==> src/rtl/hhlc_pkg.sv <==
// ----------------------------------------------------------------------------
// hhlc_pkg
// Shared constants, codes and types for the hysteresis heater level
// controller: fixed-point scaling, operand widths, action codes, status.
// ----------------------------------------------------------------------------
`default_nettype none

package hhlc_pkg;

   // fixed-point fraction bits of the drive level
   localparam int FRAC_BITS = 8;
   // 100 percent in level units
   localparam int FULL      = 100 << FRAC_BITS;

   localparam int TW   = 16;                   // temperature width
   localparam int LW   = 15;                   // drive level port width
   localparam int DW   = TW;                   // span / offset width (unsigned)
   localparam int QW   = $clog2(FULL + 1);     // quotient / level width
   localparam int NW   = DW + QW;              // dividend width
   localparam int CNTW = $clog2(QW + 1);

   localparam int CSR_IW = 2;
   localparam logic [CSR_IW-1:0] CSR_MIN_TEMP  = 2'd0;
   localparam logic [CSR_IW-1:0] CSR_MAX_TEMP  = 2'd1;
   localparam logic [CSR_IW-1:0] CSR_IDLE_UNIT = 2'd2;

   localparam logic [2:0] ACT_HEAT_STOP  = 3'd0;
   localparam logic [2:0] ACT_HEAT_START = 3'd1;
   localparam logic [2:0] ACT_HEAT_LEVEL = 3'd2;
   localparam logic [2:0] ACT_IDLE_LEVEL = 3'd3;
   localparam logic [2:0] ACT_NONE       = 3'd4;

   typedef struct packed {
      logic busy;
      logic done;
   } div_status_type;

endpackage

`default_nettype wire

==> src/rtl/hhlc_div.sv <==
// ----------------------------------------------------------------------------
// hhlc_div
// Serial restoring divider: one quotient bit per cycle through a single
// subtractor. The dividend's upper part must already be below the divisor.
// ----------------------------------------------------------------------------
`default_nettype none

module hhlc_div (
   input  wire logic                        clock,
   input  wire logic                        reset,
   input  wire logic                        start,
   input  wire logic [hhlc_pkg::NW-1:0]     numerator,
   input  wire logic [hhlc_pkg::DW-1:0]     divisor,
   output logic      [hhlc_pkg::QW-1:0]     quotient,
   output hhlc_pkg::div_status_type         status
);

   logic [hhlc_pkg::DW-1:0]   rem_ff,  rem_in;
   logic [hhlc_pkg::QW-1:0]   low_ff,  low_in;
   logic [hhlc_pkg::QW-1:0]   quo_ff,  quo_in;
   logic [hhlc_pkg::DW-1:0]   den_ff,  den_in;
   logic [hhlc_pkg::CNTW-1:0] cnt_ff,  cnt_in;
   logic                      busy_ff, busy_in;
   logic                      done_ff, done_in;

   logic [hhlc_pkg::DW:0]     trial;
   logic [hhlc_pkg::DW+1:0]   diff;

   assign trial = {rem_ff, low_ff[hhlc_pkg::QW-1]};
   assign diff  = {1'b0, trial} - {2'b00, den_ff};

   always_comb begin
      rem_in  = rem_ff;
      low_in  = low_ff;
      quo_in  = quo_ff;
      den_in  = den_ff;
      cnt_in  = cnt_ff;
      busy_in = busy_ff;
      done_in = 1'b0;
      if (start) begin
         rem_in  = numerator[hhlc_pkg::NW-1:hhlc_pkg::QW];
         low_in  = numerator[hhlc_pkg::QW-1:0];
         den_in  = divisor;
         quo_in  = '0;
         cnt_in  = hhlc_pkg::CNTW'(hhlc_pkg::QW);
         busy_in = 1'b1;
      end else if (busy_ff) begin
         // remainder stays below the divisor, so the low DW bits suffice
         if (!diff[hhlc_pkg::DW+1]) begin
            rem_in = diff[hhlc_pkg::DW-1:0];
            quo_in = {quo_ff[hhlc_pkg::QW-2:0], 1'b1};
         end else begin
            rem_in = trial[hhlc_pkg::DW-1:0];
            quo_in = {quo_ff[hhlc_pkg::QW-2:0], 1'b0};
         end
         low_in = {low_ff[hhlc_pkg::QW-2:0], 1'b0};
         cnt_in = cnt_ff - 1'b1;
         if (cnt_ff == hhlc_pkg::CNTW'(1)) begin
            busy_in = 1'b0;
            done_in = 1'b1;
         end
      end
   end

   always_ff @(posedge clock) begin
      if (reset) begin
         busy_ff <= 1'b0;
         done_ff <= 1'b0;
         cnt_ff  <= '0;
      end else begin
         busy_ff <= busy_in;
         done_ff <= done_in;
         cnt_ff  <= cnt_in;
      end
      rem_ff <= rem_in;
      low_ff <= low_in;
      quo_ff <= quo_in;
      den_ff <= den_in;
   end

   assign quotient    = quo_ff;
   assign status.busy = busy_ff;
   assign status.done = done_ff;

endmodule

`default_nettype wire

==> src/rtl/hysteresis_heater_level_controller_unit.sv <==
// ----------------------------------------------------------------------------
// hysteresis_heater_level_controller_unit
// Hysteresis thermostat with a proportional drive level for the active unit.
// ----------------------------------------------------------------------------
// Each temperature sample is one transaction and yields one result. A threshold
// crossing passes through the decide and finish steps to rsp_valid, a clamped
// level also through the bound step, and a divided level also through the
// multiply and divide steps, where the serial restoring divider produces one
// quotient bit per cycle. req_ready returns in the same cycle as rsp_valid, as
// the sequencer goes back to idle when the result is loaded into the output register.
// req_ready is high only while the sequencer is idle; a finished result sits in
// the output register and the next sample may be taken while it waits.
// Thresholds and the idle-unit flag are written through the csr_ port; the user
// must do so only while no sample is in work, as the block does not enforce it.
`default_nettype none

module hysteresis_heater_level_controller_unit (
   input  wire logic                              clock,
   input  wire logic                              reset,
   input  wire logic                              req_valid,
   output logic                                   req_ready,
   input  wire logic signed [hhlc_pkg::TW-1:0]    req_temperature_sample,
   output logic                                   rsp_valid,
   input  wire logic                              rsp_ready,
   output logic             [2:0]                 rsp_action,
   output logic             [hhlc_pkg::LW-1:0]    rsp_drive_level,
   output logic                                   rsp_heating_now,
   input  wire logic                              csr_write_enable,
   input  wire logic        [hhlc_pkg::CSR_IW-1:0] csr_index,
   input  wire logic        [hhlc_pkg::TW-1:0]    csr_write_data
);

   localparam logic [2:0] S_IDLE   = 3'd0;
   localparam logic [2:0] S_DECIDE = 3'd1;
   localparam logic [2:0] S_BOUND  = 3'd2;
   localparam logic [2:0] S_MUL    = 3'd3;
   localparam logic [2:0] S_DIV    = 3'd4;
   localparam logic [2:0] S_FIN    = 3'd5;

   logic [2:0] state_ff, state_in;

   logic signed [hhlc_pkg::TW-1:0] min_ff, min_in;
   logic signed [hhlc_pkg::TW-1:0] max_ff, max_in;
   logic                           idle_ff, idle_in;
   logic                           heating_ff, heating_in;

   logic signed [hhlc_pkg::TW-1:0] sample_ff, sample_in;
   logic signed [hhlc_pkg::TW-1:0] low_ff, low_in;
   logic        [hhlc_pkg::DW-1:0] span_ff, span_in;
   logic        [hhlc_pkg::DW-1:0] offs_ff, offs_in;
   logic        [2:0]              action_ff, action_in;
   logic        [hhlc_pkg::QW-1:0] level_ff, level_in;

   logic                           rsp_valid_ff, rsp_valid_in;
   logic        [2:0]              rsp_action_ff, rsp_action_in;
   logic        [hhlc_pkg::LW-1:0] rsp_level_ff, rsp_level_in;
   logic                           rsp_heat_ff, rsp_heat_in;

   logic signed [hhlc_pkg::TW:0]   mid_sum;
   logic signed [hhlc_pkg::TW:0]   span_s;
   logic signed [hhlc_pkg::TW:0]   offs_s;
   logic        [hhlc_pkg::NW-1:0] product;
   logic        [hhlc_pkg::QW-1:0] quotient;
   logic                           div_start;
   hhlc_pkg::div_status_type       div_status;

   assign mid_sum = {min_ff[hhlc_pkg::TW-1], min_ff} + {max_ff[hhlc_pkg::TW-1], max_ff};
   assign span_s  = {max_ff[hhlc_pkg::TW-1], max_ff} - {low_ff[hhlc_pkg::TW-1], low_ff};
   assign offs_s  = {sample_ff[hhlc_pkg::TW-1], sample_ff}
                  - {low_ff[hhlc_pkg::TW-1], low_ff};

   assign product   = hhlc_pkg::NW'(offs_ff) * hhlc_pkg::NW'(hhlc_pkg::FULL);
   assign div_start = (state_ff == S_MUL);

   hhlc_div u_div (
      .clock     (clock),
      .reset     (reset),
      .start     (div_start),
      .numerator (product),
      .divisor   (span_ff),
      .quotient  (quotient),
      .status    (div_status)
   );

   always_comb begin
      state_in      = state_ff;
      min_in        = min_ff;
      max_in        = max_ff;
      idle_in       = idle_ff;
      heating_in    = heating_ff;
      sample_in     = sample_ff;
      low_in        = low_ff;
      span_in       = span_ff;
      offs_in       = offs_ff;
      action_in     = action_ff;
      level_in      = level_ff;
      rsp_valid_in  = rsp_valid_ff & ~rsp_ready;
      rsp_action_in = rsp_action_ff;
      rsp_level_in  = rsp_level_ff;
      rsp_heat_in   = rsp_heat_ff;

      if (csr_write_enable) begin
         unique case (csr_index)
            hhlc_pkg::CSR_MIN_TEMP:  min_in  = csr_write_data;
            hhlc_pkg::CSR_MAX_TEMP:  max_in  = csr_write_data;
            hhlc_pkg::CSR_IDLE_UNIT: idle_in = csr_write_data[0];
            default: ;
         endcase
      end

      unique case (state_ff)
         S_IDLE: begin
            if (req_valid) begin
               sample_in = req_temperature_sample;
               state_in  = S_DECIDE;
            end
         end
         S_DECIDE: begin
            level_in = '0;
            state_in = S_FIN;
            priority if (heating_ff && sample_ff >= max_ff) begin
               heating_in = 1'b0;
               action_in  = hhlc_pkg::ACT_HEAT_STOP;
            end else if (!heating_ff && sample_ff <= min_ff) begin
               heating_in = 1'b1;
               action_in  = hhlc_pkg::ACT_HEAT_START;
            end else if (heating_ff) begin
               // floored midpoint: drop the LSB of the two's complement sum
               low_in    = idle_ff ? mid_sum[hhlc_pkg::TW:1] : min_ff;
               action_in = hhlc_pkg::ACT_HEAT_LEVEL;
               state_in  = S_BOUND;
            end else if (idle_ff) begin
               low_in    = min_ff;
               action_in = hhlc_pkg::ACT_IDLE_LEVEL;
               state_in  = S_BOUND;
            end else begin
               action_in = hhlc_pkg::ACT_NONE;
            end
         end
         S_BOUND: begin
            span_in = span_s[hhlc_pkg::DW-1:0];
            offs_in = offs_s[hhlc_pkg::DW-1:0];
            state_in = S_FIN;
            priority if (span_s <= 0) begin
               level_in = '0;
            end else if (offs_s <= 0) begin
               level_in = hhlc_pkg::QW'(hhlc_pkg::FULL);
            end else if (offs_s >= span_s) begin
               level_in = '0;
            end else begin
               state_in = S_MUL;
            end
         end
         S_MUL: begin
            state_in = S_DIV;
         end
         S_DIV: begin
            if (div_status.done) begin
               level_in = hhlc_pkg::QW'(hhlc_pkg::FULL) - quotient;
               state_in = S_FIN;
            end
         end
         S_FIN: begin
            if (!rsp_valid_ff || rsp_ready) begin
               rsp_valid_in  = 1'b1;
               rsp_action_in = action_ff;
               rsp_level_in  = hhlc_pkg::LW'(level_ff);
               rsp_heat_in   = heating_ff;
               state_in      = S_IDLE;
            end
         end
         default: state_in = S_IDLE;
      endcase
   end

   always_ff @(posedge clock) begin
      if (reset) begin
         state_ff     <= S_IDLE;
         min_ff       <= 16'sd320;
         max_ff       <= 16'sd352;
         idle_ff      <= 1'b1;
         heating_ff   <= 1'b0;
         rsp_valid_ff <= 1'b0;
      end else begin
         state_ff     <= state_in;
         min_ff       <= min_in;
         max_ff       <= max_in;
         idle_ff      <= idle_in;
         heating_ff   <= heating_in;
         rsp_valid_ff <= rsp_valid_in;
      end
      sample_ff     <= sample_in;
      low_ff        <= low_in;
      span_ff       <= span_in;
      offs_ff       <= offs_in;
      action_ff     <= action_in;
      level_ff      <= level_in;
      rsp_action_ff <= rsp_action_in;
      rsp_level_ff  <= rsp_level_in;
      rsp_heat_ff   <= rsp_heat_in;
   end

   assign req_ready       = (state_ff == S_IDLE);
   assign rsp_valid       = rsp_valid_ff;
   assign rsp_action      = rsp_action_ff;
   assign rsp_drive_level = rsp_level_ff;
   assign rsp_heating_now = rsp_heat_ff;

`ifndef SYNTHESIS
   a_level_only_for_level_actions: assert property (@(posedge clock) disable iff (reset)
      rsp_valid && (rsp_action == hhlc_pkg::ACT_HEAT_STOP ||
                    rsp_action == hhlc_pkg::ACT_HEAT_START ||
                    rsp_action == hhlc_pkg::ACT_NONE) |-> rsp_drive_level == '0)
      else $error("drive level nonzero for a non-level action");

   a_flag_matches_action: assert property (@(posedge clock) disable iff (reset)
      rsp_valid && rsp_action == hhlc_pkg::ACT_HEAT_START |-> rsp_heating_now)
      else $error("heater start reported without heating flag");

   a_div_done_in_div_state: assert property (@(posedge clock) disable iff (reset)
      div_status.done |-> state_ff == S_DIV)
      else $error("divider finished outside the divide step");

   a_div_busy_in_div_state: assert property (@(posedge clock) disable iff (reset)
      div_status.busy |-> state_ff == S_DIV)
      else $error("divider running outside the divide step");

   a_accept_starts_decide: assert property (@(posedge clock) disable iff (reset)
      req_valid && req_ready |=> state_ff == S_DECIDE)
      else $error("accepted transaction did not enter decision step");
`endif

endmodule

`default_nettype wire

==> config.mk <==
export PLATFORM = sky130hd
export DESIGN_NAME = hysteresis_heater_level_controller_unit
export DESIGN_NICKNAME = d
export VERILOG_FILES = /design/src/rtl/hhlc_pkg.sv /design/src/rtl/hhlc_div.sv /design/src/rtl/hysteresis_heater_level_controller_unit.sv
export SDC_FILE = /design/constraint.sdc
export NUM_CORES = 1
export LEC_CHECK = 0
export BUFFER_PORTS_ARGS = -buffer_cell sky130_fd_sc_hd__buf_2
export CAP_MARGIN = 40
export CELL_PAD_IN_SITES_DETAIL_PLACEMENT = 1
export CELL_PAD_IN_SITES_GLOBAL_PLACEMENT = 2
export CORE_ASPECT_RATIO = 1.25
export CORE_UTILIZATION = 40
export DETAILED_ROUTE_END_ITERATION = 12
export PLACE_DENSITY = 0.91
export SLEW_MARGIN = 20
export SYNTH_ARGS = -nofsm -noshare
export SYNTH_HDL_FRONTEND = slang
export SYNTH_SLANG_ARGS = --single-unit
==> constraint.sdc <==
create_clock -name clock -period 7.25 [get_ports clock]
set_input_delay 1.45 -clock clock [delete_from_list [all_inputs] [get_ports clock]]
set_output_delay 1.45 -clock clock [all_outputs]
set_load 0.005 [all_outputs]
# Word-level counts from Yosys, hierarchy flattened
# Cells that the tools add are included.
# totals
latchBits	0
inputBits	39
wordCells	114
ramBits	0
mem_count	0
out_inout_bits	21
rom_bits	0
ff_bits	197
# op_classes
shift	0
n_eq_ne	12
n_mul	1
n_bitwise	5
addsub	6
div_mod_pow	0
order_cmp	5
mux	38
n_reduce_logical	23
# ops
cell	count
2-to-1 mux 16 bit	6
2-to-1 mux 15 bit	6
one-hot mux 15 bit (3 select lines)	1
less-or-equal comparator 17 x 1 -> 1 bit, second input constant	2
subtractor 16 x 16 -> 17 bit	2
2-to-1 mux 3 bit	11
multiplier 16 x 5 -> 21 bit, second input constant	1
one-hot mux 3 bit (6 select lines)	1
subtractor 17 x 16 -> 18 bit	1
adder 16 x 16 -> 17 bit	1
greater-or-equal comparator 17 bit	1
greater-or-equal comparator 16 bit	1
less-or-equal comparator 16 bit	1
subtractor 15 bit, first input constant	1
AND reduction 2 bit	6
2-to-1 mux 1 bit	10
2-to-1 mux 4 bit	2
equality test 3 x 2 -> 1 bit, second input constant	2
equality test 3 bit, second input constant	2
AND reduction 3 bit	2
nonzero test 2 bit	3
OR reduction 3 bit	2
equality test 4 x 1 -> 1 bit, second input constant	1
inequality test 2 bit, second input constant	2
other kinds (17)	22

# Longest topological paths before layout
# Gate-level depths: netlist (run 1).
# logic_depth
depth_word	6
depth_mapped	21
depth_no_buf	21

# By module
# Synthesis (run 1) repeated with hierarchy kept, for this count alone.
# hier_totals
cells_unflattened	1429
area_unflattened_um2	13963.4
# modules_own_cells
module	area_each_um2	seq_area_each_um2	cells_each	n_inst
hysteresis_heater_level_controller_unit	10238.6	3793.6	1081	1
hhlc_div	3724.8	1831.8	348	1

# Worst setup path before layout (run 1)
# OpenSTA, ideal clock, no wires.
# synth_timing
kind	register -> register
from	register low_ff[2] in the netlist's numbering
to	register level_ff[0] in the netlist's numbering, enable pin
arrival_ns	4.404
path_stages_with_launch	20
n_path_buf	0
required_ns	6.857
period_less_slack_ns	4.797
slack_ns	2.453
setup_time_ns	0.393
cell_sequence	edfxtp_1 > inv_1 > ha_1 > nor2b_1 > o31a_1 > o2111ai_1 > a21boi_1 > o311ai_0 > o311a_1 > inv_1 > ha_1 > nand4_1 > a31oi_1 > a2111oi_0 > nor3_1 > o221ai_1 > o31a_1 > a221oi_1 > nor3_1 > o22ai_1
# synth_between
elab_chain_cells	4
word_cells_on_any_way	7
cone_classes	2 x add/sub; 3 x order compare; 1 x eq/ne; 1 x reduce/logical
# synth_lines
element	line	source
start, declared	hysteresis_heater_level_controller_unit.sv:48	logic signed [hhlc_pkg::TW-1:0] low_ff, low_in;
start signal, assigned	hysteresis_heater_level_controller_unit.sv:193	low_ff <= low_in;
subtractor 16 x 16 -> 17 bit (*)	hysteresis_heater_level_controller_unit.sv:68	assign span_s = {max_ff[hhlc_pkg::TW-1], max_ff} - {low_ff[hhlc_pkg::TW-1], low_ff};
net span_s (one bit)	hysteresis_heater_level_controller_unit.sv:60	logic signed [hhlc_pkg::TW:0] span_s;
less-or-equal comparator 17 x 1 -> 1 bit or greater-or-equal comparator 17 bit (tied branches)	hysteresis_heater_level_controller_unit.sv:144, hysteresis_heater_level_controller_unit.sv:148	
inequality test 4 bit (no source line) (*)	n/a	
AND reduction 3 bit (no source line) (*)	n/a	
end signal, assigned	hysteresis_heater_level_controller_unit.sv:197	level_ff <= level_in;
end, declared	hysteresis_heater_level_controller_unit.sv:52	logic [hhlc_pkg::QW-1:0] level_ff, level_in;
# The timed path passes the listed nets; every way through them passes the cells marked *.
# A chain may end at the register's enable or synchronous reset.

# Worst setup path after layout (run 1)
# layout_timing
from	register low_ff[1] in the netlist's numbering
to	register level_ff[3] in the netlist's numbering, enable pin
# layout_between
elab_chain_cells	4
word_cells_on_any_way	7
cone_classes	2 x add/sub; 3 x order compare; 1 x eq/ne; 1 x reduce/logical
# layout_lines
element	line	source
subtractor 16 x 16 -> 17 bit (*)	hysteresis_heater_level_controller_unit.sv:70	- {low_ff[hhlc_pkg::TW-1], low_ff};
net offs_s (one bit)	hysteresis_heater_level_controller_unit.sv:61	logic signed [hhlc_pkg::TW:0] offs_s;
less-or-equal comparator 17 x 1 -> 1 bit or greater-or-equal comparator 17 bit (tied branches)	hysteresis_heater_level_controller_unit.sv:146, hysteresis_heater_level_controller_unit.sv:148	
inequality test 4 bit (no source line) (*)	n/a	
AND reduction 3 bit (no source line) (*)	n/a	
# Marks and branches as above.

==> results of run 1 <==
## placed cells by master (no fill, tap or decap), types with 7 or more instances in the layout
| cell | n |
|---|---|
| dfxtp_1 | 59 |
| inv_1 | 171 |
| o21a_1 | 12 |
| o21ai_0 | 65 |
| buf_4 | 7 |
| xnor2_1 | 45 |
| xor2_1 | 27 |
| nor2b_1 | 12 |
| and3_1 | 8 |
| nor3_1 | 20 |
| fa_1 | 15 |
| a21oi_1 | 96 |
| clkbuf_16 | 17 |
| nand3_1 | 14 |
| or2_2 | 8 |
| nor2_1 | 93 |
| buf_2 | 59 |
| a31oi_1 | 17 |
| nand2_1 | 131 |
| ha_1 | 165 |
| a211oi_1 | 8 |
| edfxtp_1 | 138 |
| a21o_1 | 24 |
| nand2b_1 | 12 |
| nand4_1 | 9 |
| clkinv_8 | 8 |
| mux2i_1 | 22 |
## per-stage QoR
step                        util  cells  setup slack [ps]
after CTS                 0.4529   1805              1982
after detailed placement  0.4325   1773              2021
final                     0.4529   1805              2005
after floorplan                -   1319              2453
after global placement    0.4295   1767              2295
after global routing      0.4529   1805              1682
## worst max-delay path: stages (launching register included)
cell       delay [ps]
edfxtp_1          430
inv_1              90
ha_1              270
nor2b_1           180
o31a_1            200
a21oi_1           130
o31ai_1           440
nand2_1           190
a21oi_1           190
xor2_1            420
ha_1              270
nand4_1           140
a31oi_1           180
a2111oi_0          80
nor3_1            190
o221ai_1          180
nor3_1            160
o21ai_0           130
a221oi_1          510
nor3_1            130
o22ai_1           170
buf_4             270
## how the worst max path moves through the flow
| stage | from | endpoint | depth (start not counted) |
|---|---|---|---|
| after floorplan | low_ff[2] | level_ff[0] | 19 |
| after global placement | low_ff[1] | level_ff[2] | 21 |
| after detailed placement | low_ff[1] | level_ff[5] | 21 |
| after CTS | low_ff[1] | level_ff[5] | 21 |
| after global routing | low_ff[1] | level_ff[5] | 21 |
| final | low_ff[1] | level_ff[3] | 21 |
## layer usage
| metal | part of all wire | track usage |
|---|---|---|
| met1 | 0.40 | 0.2042 |
| met2 | 0.54 | 0.3794 |
| met3 | 0.017 | 0.02647 |
| met4 | 0.043 | 0.1011 |
| met5 | 0 | 0 |
## layout make-up
| class | instances | area (um2) |
|---|---|---|
| Fill cell | 3555 | 17340 |
| Multi-Input combinational cell | 921 | 6785 |
| Sequential cell | 197 | 5325 |
| Inverter | 171 | 641.9 |
| Tap cell | 412 | 515.5 |
| Timing Repair Buffer | 72 | 439.2 |
| Clock buffer | 17 | 425.4 |
| Clock inverter | 15 | 221.5 |
## kinds of logic after synthesis
kind of cell               share of synthesized area
adders and majority gates                     0.1839
xor gates and xnor gates                     0.04905
buffers and inverters                        0.05868
and+or+nand+nor                               0.1310
AOI/OAI and AO/OA                             0.1426
muxes                                        0.02063
DFF                                           0.4142
## power by group through the flow
stage | logic [W] | clock network, W | registers (W)
after global placement | 0.00167 | 0 | 0.00153
after floorplan | 0.00131 | 0 | 0.00149
after CTS | 0.00179 | 0.00103 | 0.00151
final | 0.00177 | 0.00101 | 0.00151
after global routing | 0.00199 | 0.00106 | 0.00153
after detailed placement | 0.00177 | 0 | 0.00154
## state kept, by name, summed over array words and instances (netlist names), 4 cells and up
| name | cells |
|---|---|
| span_ff | 16 |
| sample_ff | 16 |
| u_div.rem_ff | 16 |
| u_div.cnt_ff | 4 |
| max_ff | 16 |
| u_div.low_ff | 5 |
| low_ff | 16 |
| level_ff | 15 |
| min_ff | 16 |
| u_div.quotient | 15 |
| u_div.den_ff | 16 |
| rsp_drive_level | 15 |
| offs_ff | 16 |
==> impl_metrics.yaml, run 1 <==
run_status:
  outcome: "finished, final reports clean"
floorplan:
  dieArea_mm2: 0.03287
  core_area_mm2: 0.03169
  std_cell_rows: 73
  die_h_um: 202.4
  die_x_um: 162.4
  start_util: 0.4057
  io_pins: 60
yosys:
  ys_types: 71
  yosys.area.top_type: "edfxtp_1"
  synth-seq-area-share: 0.4142
  netlist_top_cells_area: "edfxtp_1 (32%), ha_1 (16%), dfxtp_1 (9.2%), inv_1 (5.0%), nand2_1 (3.8%)"
  syn_area_per_cell_um2: 9.748
  synth-main-ff-cell: "edfxtp_1"
  synthTopCellsByCount: "inv_1 (171), ha_1 (165), edfxtp_1 (138), nand2_1 (131), a21oi_1 (96)"
  syn_inst: 1319
  syn_area_mm2: 0.01286
  async_flop_share: 0
  synth-edff-count: 138
  synth-warning-count: 0
  ys_ff_latch: 197
  yosysTopAreaCellShare: 0.3223
  synth_fp_nets: 1538
  yosysMostFrequentCell: "inv_1"
critical_path:
  crit_type: "flop to flop"
  ff2ff_path_depth: 21
  crit_path_max_fanout: 15
  worstPathArrival_ps: 5400
  worstSetupStartpointType: "flop"
  reg2reg_from: "low_ff[1]"
  rrSetupSlack_ps: 2000
  end_kind: "flop"
  r2r_end: "level_ff[3]"
  cp_data_required_time_ps: 7400
power_and_ir_drop:
  p_int_w: 0.002625
  p_sw_frac: 0.3875
  power_frac_comb: 0.413
  p_sw_w: 0.001660
  leakage_nw: 6.155
  power.share.sequential: 0.352
  powerDensity_mw_per_mm2: 298.5
  clkPwrFrac: 0.235
  vdd_ir_drop_max_mv: 0.1660
  total_power_w: 0.004285
final_layout:
  area_growth_pct: 11.64
  design_area_mm2: 0.01435
  drive_gt1_frac: 0.09548
  diodes: 0
  fin_nets: 1599
timing:
  grt_setup_unrepaired: "false"
  fin_crit_ps: 5245
  fin_crit_sh: 0.7235
  skew_ps: 13.88
  relSlewSlack: 0.5133
  report.final.setup_viol: 0
  fmax_mhz: 190.6
  hold_ws_ps: 424.0
  hold_viol_final: 0
  totalNegativeSetupSlack_ps: 0
  worstMarginPinSlew_ps: 729.3
  slew_violations: 0
grt:
  grt_pass1_vias: 10510
  grt_usage: 0.1972
  antenna_found_initial: 0
  overflow: 0
  grt_pass1_wl_um: 50920
  grt_max_degree: 38
cts:
  path_clk_slew_ps: 90
  cts_root_buffer: "clkbuf_16"
  clock_latency_ps: 450
  post_cts_buffers: 0
  cts_resized: 0
  cts_num_sinks: 197
  htree_levels: 4
  cts_made_buffers: 17
  ctsHoldBuffers: 0
  cts_tree: "yes"
  cts_buffer_depth: 2
route:
  vias: 9561
  drt_wl_total_um: 30830
  dr.pass1.iters: 4
  drtAntennaViolNets: 0
  drt-initial-drc-count: 249
  vias_per_cell: 5.297
  drc: 0
  wl_per_cell_um: 17.08
hold_path:
  min_path_type: "flop to flop"
  hold_depth: 0
  holdPathEnd: "u_div.den_ff[8]"
  hp-start: "span_ff[8]"
placement:
  dpl.hpwl_um: 24770
  postPlaceCellArea_mm2: 0.01371
  gp_congestion: 0.8532
  io_buffer_count: 59
flow_run:
  maxCapViolations: 0
No activity file was read; power rests on OpenSTA's default activity.
==> run 2, diff against run 1 <==
Settings changed: ABC_AREA from default to 1, CORE_UTILIZATION 40 to 35, PLACE_DENSITY 0.91 to 0.89.
Clock period 7.25 ns to 4.2 ns, I/O delays scaled along.
==> run 2 against run 1 <==
Against the previous run:
- the run now ends with DRC left
- first-iteration DRC count rose by 47%
- synthesized area rose by 6.7%
- largest power group unchanged
- die area rose by 22%
- synthesized cell count rose by 28%
- combinational power rose to 2.5 times the previous value
- sequential share of layout area fell by 2.4 points
- routed wire length rose by 18%
- via count rose by 18%
- sequential power rose by 85%
- cell count rose by 26%
==> impl_metrics.yaml, run 2 <==
cts:
  post_cts_buffers: 0
  cts_buffer_depth: 2
  cts_made_buffers: 17
  path_clk_slew_ps: 80
  cts_resized: 0
  ctsHoldBuffers: 0
  cts_root_buffer: "clkbuf_16"
  htree_levels: 4
  cts_tree: "yes"
  cts_num_sinks: 197
  clock_latency_ps: 460
critical_path:
  crit_path_top_delay_cell: "fa_1"
  cp.depth: 27
  end_kind: "flop"
  crit_type: "flop to flop"
  worstSetupStartpointType: "flop"
  ff2ff_path_depth: 27
  slowest_delay_ps: 400
  cp_data_required_time_ps: 4350
  crit_path_max_fanout: 15
  worstPathArrival_ps: 3910
  worst-path-buf-inv: 4
  path_delay_family: "simple AND/OR/NAND/NOR gates"
  cp_common_cell: "nand2_1"
  rrSetupSlack_ps: 430
timing:
  skew_ps: 20.78
  worstMarginPinSlew_ps: 823.0
  fin_crit_ps: 3766
  totalNegativeSetupSlack_ps: 0
  fin_crit_sh: 0.8966
  grt_setup_unrepaired: "false"
  report.final.setup_viol: 0
  relSlewSlack: 0.4463
  hold_viol_final: 0
  fmax_mhz: 265.5
  slew_violations: 0
  setup_slack_ps: 434.2
floorplan:
  core_area_mm2: 0.03844
  die_h_um: 223.3
  io_pins: 60
  start_util: 0.3568
  die_x_um: 179.1
  dieArea_mm2: 0.03999
  std_cell_rows: 80
yosys:
  synth_fp_nets: 1913
  synthTopCellsByCount: "nand2_1 (356), inv_1 (344), ha_1 (165), a21oi_1 (143), edfxtp_1 (138)"
  syn_area_mm2: 0.01372
  synth-warning-count: 0
  yosys.area.top_type: "edfxtp_1"
  yosysMostFrequentCell: "nand2_1"
  syn_inst: 1694
  synth-main-ff-cell: "edfxtp_1"
  async_flop_share: 0
  netlist_top_cells_area: "edfxtp_1 (30%), ha_1 (15%), nand2_1 (9.7%), inv_1 (9.4%), dfxtp_1 (8.6%)"
  synth-seq-area-share: 0.3883
  synth-edff-count: 138
  yosysTopAreaCellShare: 0.3021
  syn_area_per_cell_um2: 8.097
  ys_types: 51
  ys_ff_latch: 197
grt:
  grt_use_met3: 0.02744
  antenna_found_initial: 0
  grtUsageMet2: 0.3658
  use_met1: 0.2098
  grt_pass1_wl_um: 59420
  grt_usage: 0.1907
  overflow: 0
  grt_max_degree: 40
  grt_busiest_layer: "met2"
  grt_pass1_vias: 12190
route:
  drtAntennaViolNets: 0
  vias_per_cell: 4.960
  drt-initial-drc-count: 367
  drc: 2
  vias: 11270
  wl_per_cell_um: 16.03
  dr.pass1.iters: 8
  drt_wl_total_um: 36420
flow_run:
  maxCapViolations: 0
final_layout:
  fin_nets: 1986
  final_common_cell: "nand2_1"
  design_area_mm2: 0.01533
  drive_gt1_frac: 0.08933
  mostFrequentLayoutCells: "nand2_1 (356), inv_1 (344), ha_1 (165)"
  postLayoutCoreUtil: 0.3987
  diodes: 0
  area_growth_pct: 11.74
placement:
  dpl.hpwl_um: 30090
  postPlaceCellArea_mm2: 0.01472
  dpl_worst_slack_ps: 418.3
  gp_congestion: 0.8472
  io_buffer_count: 59
power_and_ir_drop:
  total_power_w: 0.008956
  powerDensity_mw_per_mm2: 584.4
  leakage_nw: 7.470
  vdd_ir_drop_max_mv: 0.2982
hold_path:
  min_path_type: "flop to flop"
  hold_depth: 0
run_status:
  outcome: "complete, but fails checks"
  violations: "DRC"
## run 2: cells by family after synthesis
kind of cell,Yosys count,share of synthesized area
AO/OA/AOI/OAI,308,0.1268
XOR/XNOR,29,0.01961
adder cells (fa/ha/maj),180,0.1724
buffers and inverters,374,0.1035
flip-flops,197,0.3882
AND/OR/NAND/NOR,606,0.1894
## run 2: final timing paths
check | from | to
worst max-delay path | sample_ff[0] | level_ff[10]
worst min-delay path | span_ff[8] | u_div.den_ff[8]
worst max register to register | sample_ff[0] | level_ff[10]
worst min register to register | span_ff[8] | u_div.den_ff[8]
## run 2: layout make-up
| type | instances | area (um2) |
|---|---|---|
| fillers | 4733 | 23110 |
| multi-input cells | 1123 | 6997 |
| flip-flops and latches | 197 | 5325 |
| inverters | 353 | 1325 |
| well taps | 492 | 615.6 |
| repair buffers | 75 | 457.9 |
| clock buffers | 17 | 425.4 |
| clock inverters | 15 | 180.2 |
## run 2: routing by layer
layer / wire length (um) / part of all wire
met1: 15120 / 0.42
met2: 19590 / 0.54
met3: 734 / 0.020
met4: 972 / 0.027
met5: 0 / 0
## run 2: power by group
group          switching (W)  internal (W)
sequential          0.000197       0.00260
clock               0.000872      0.000808
combinational        0.00293       0.00154
## run 2: through the flow
stage / instances / hold WS (ps)
after floorplan: 1694 / 400.3
after global placement: 2234 / 403.4
after detailed placement: 2240 / 405.6
after CTS: 2272 / 421.8
after global routing: 2272 / 425.5
final: 2272 / 419.7
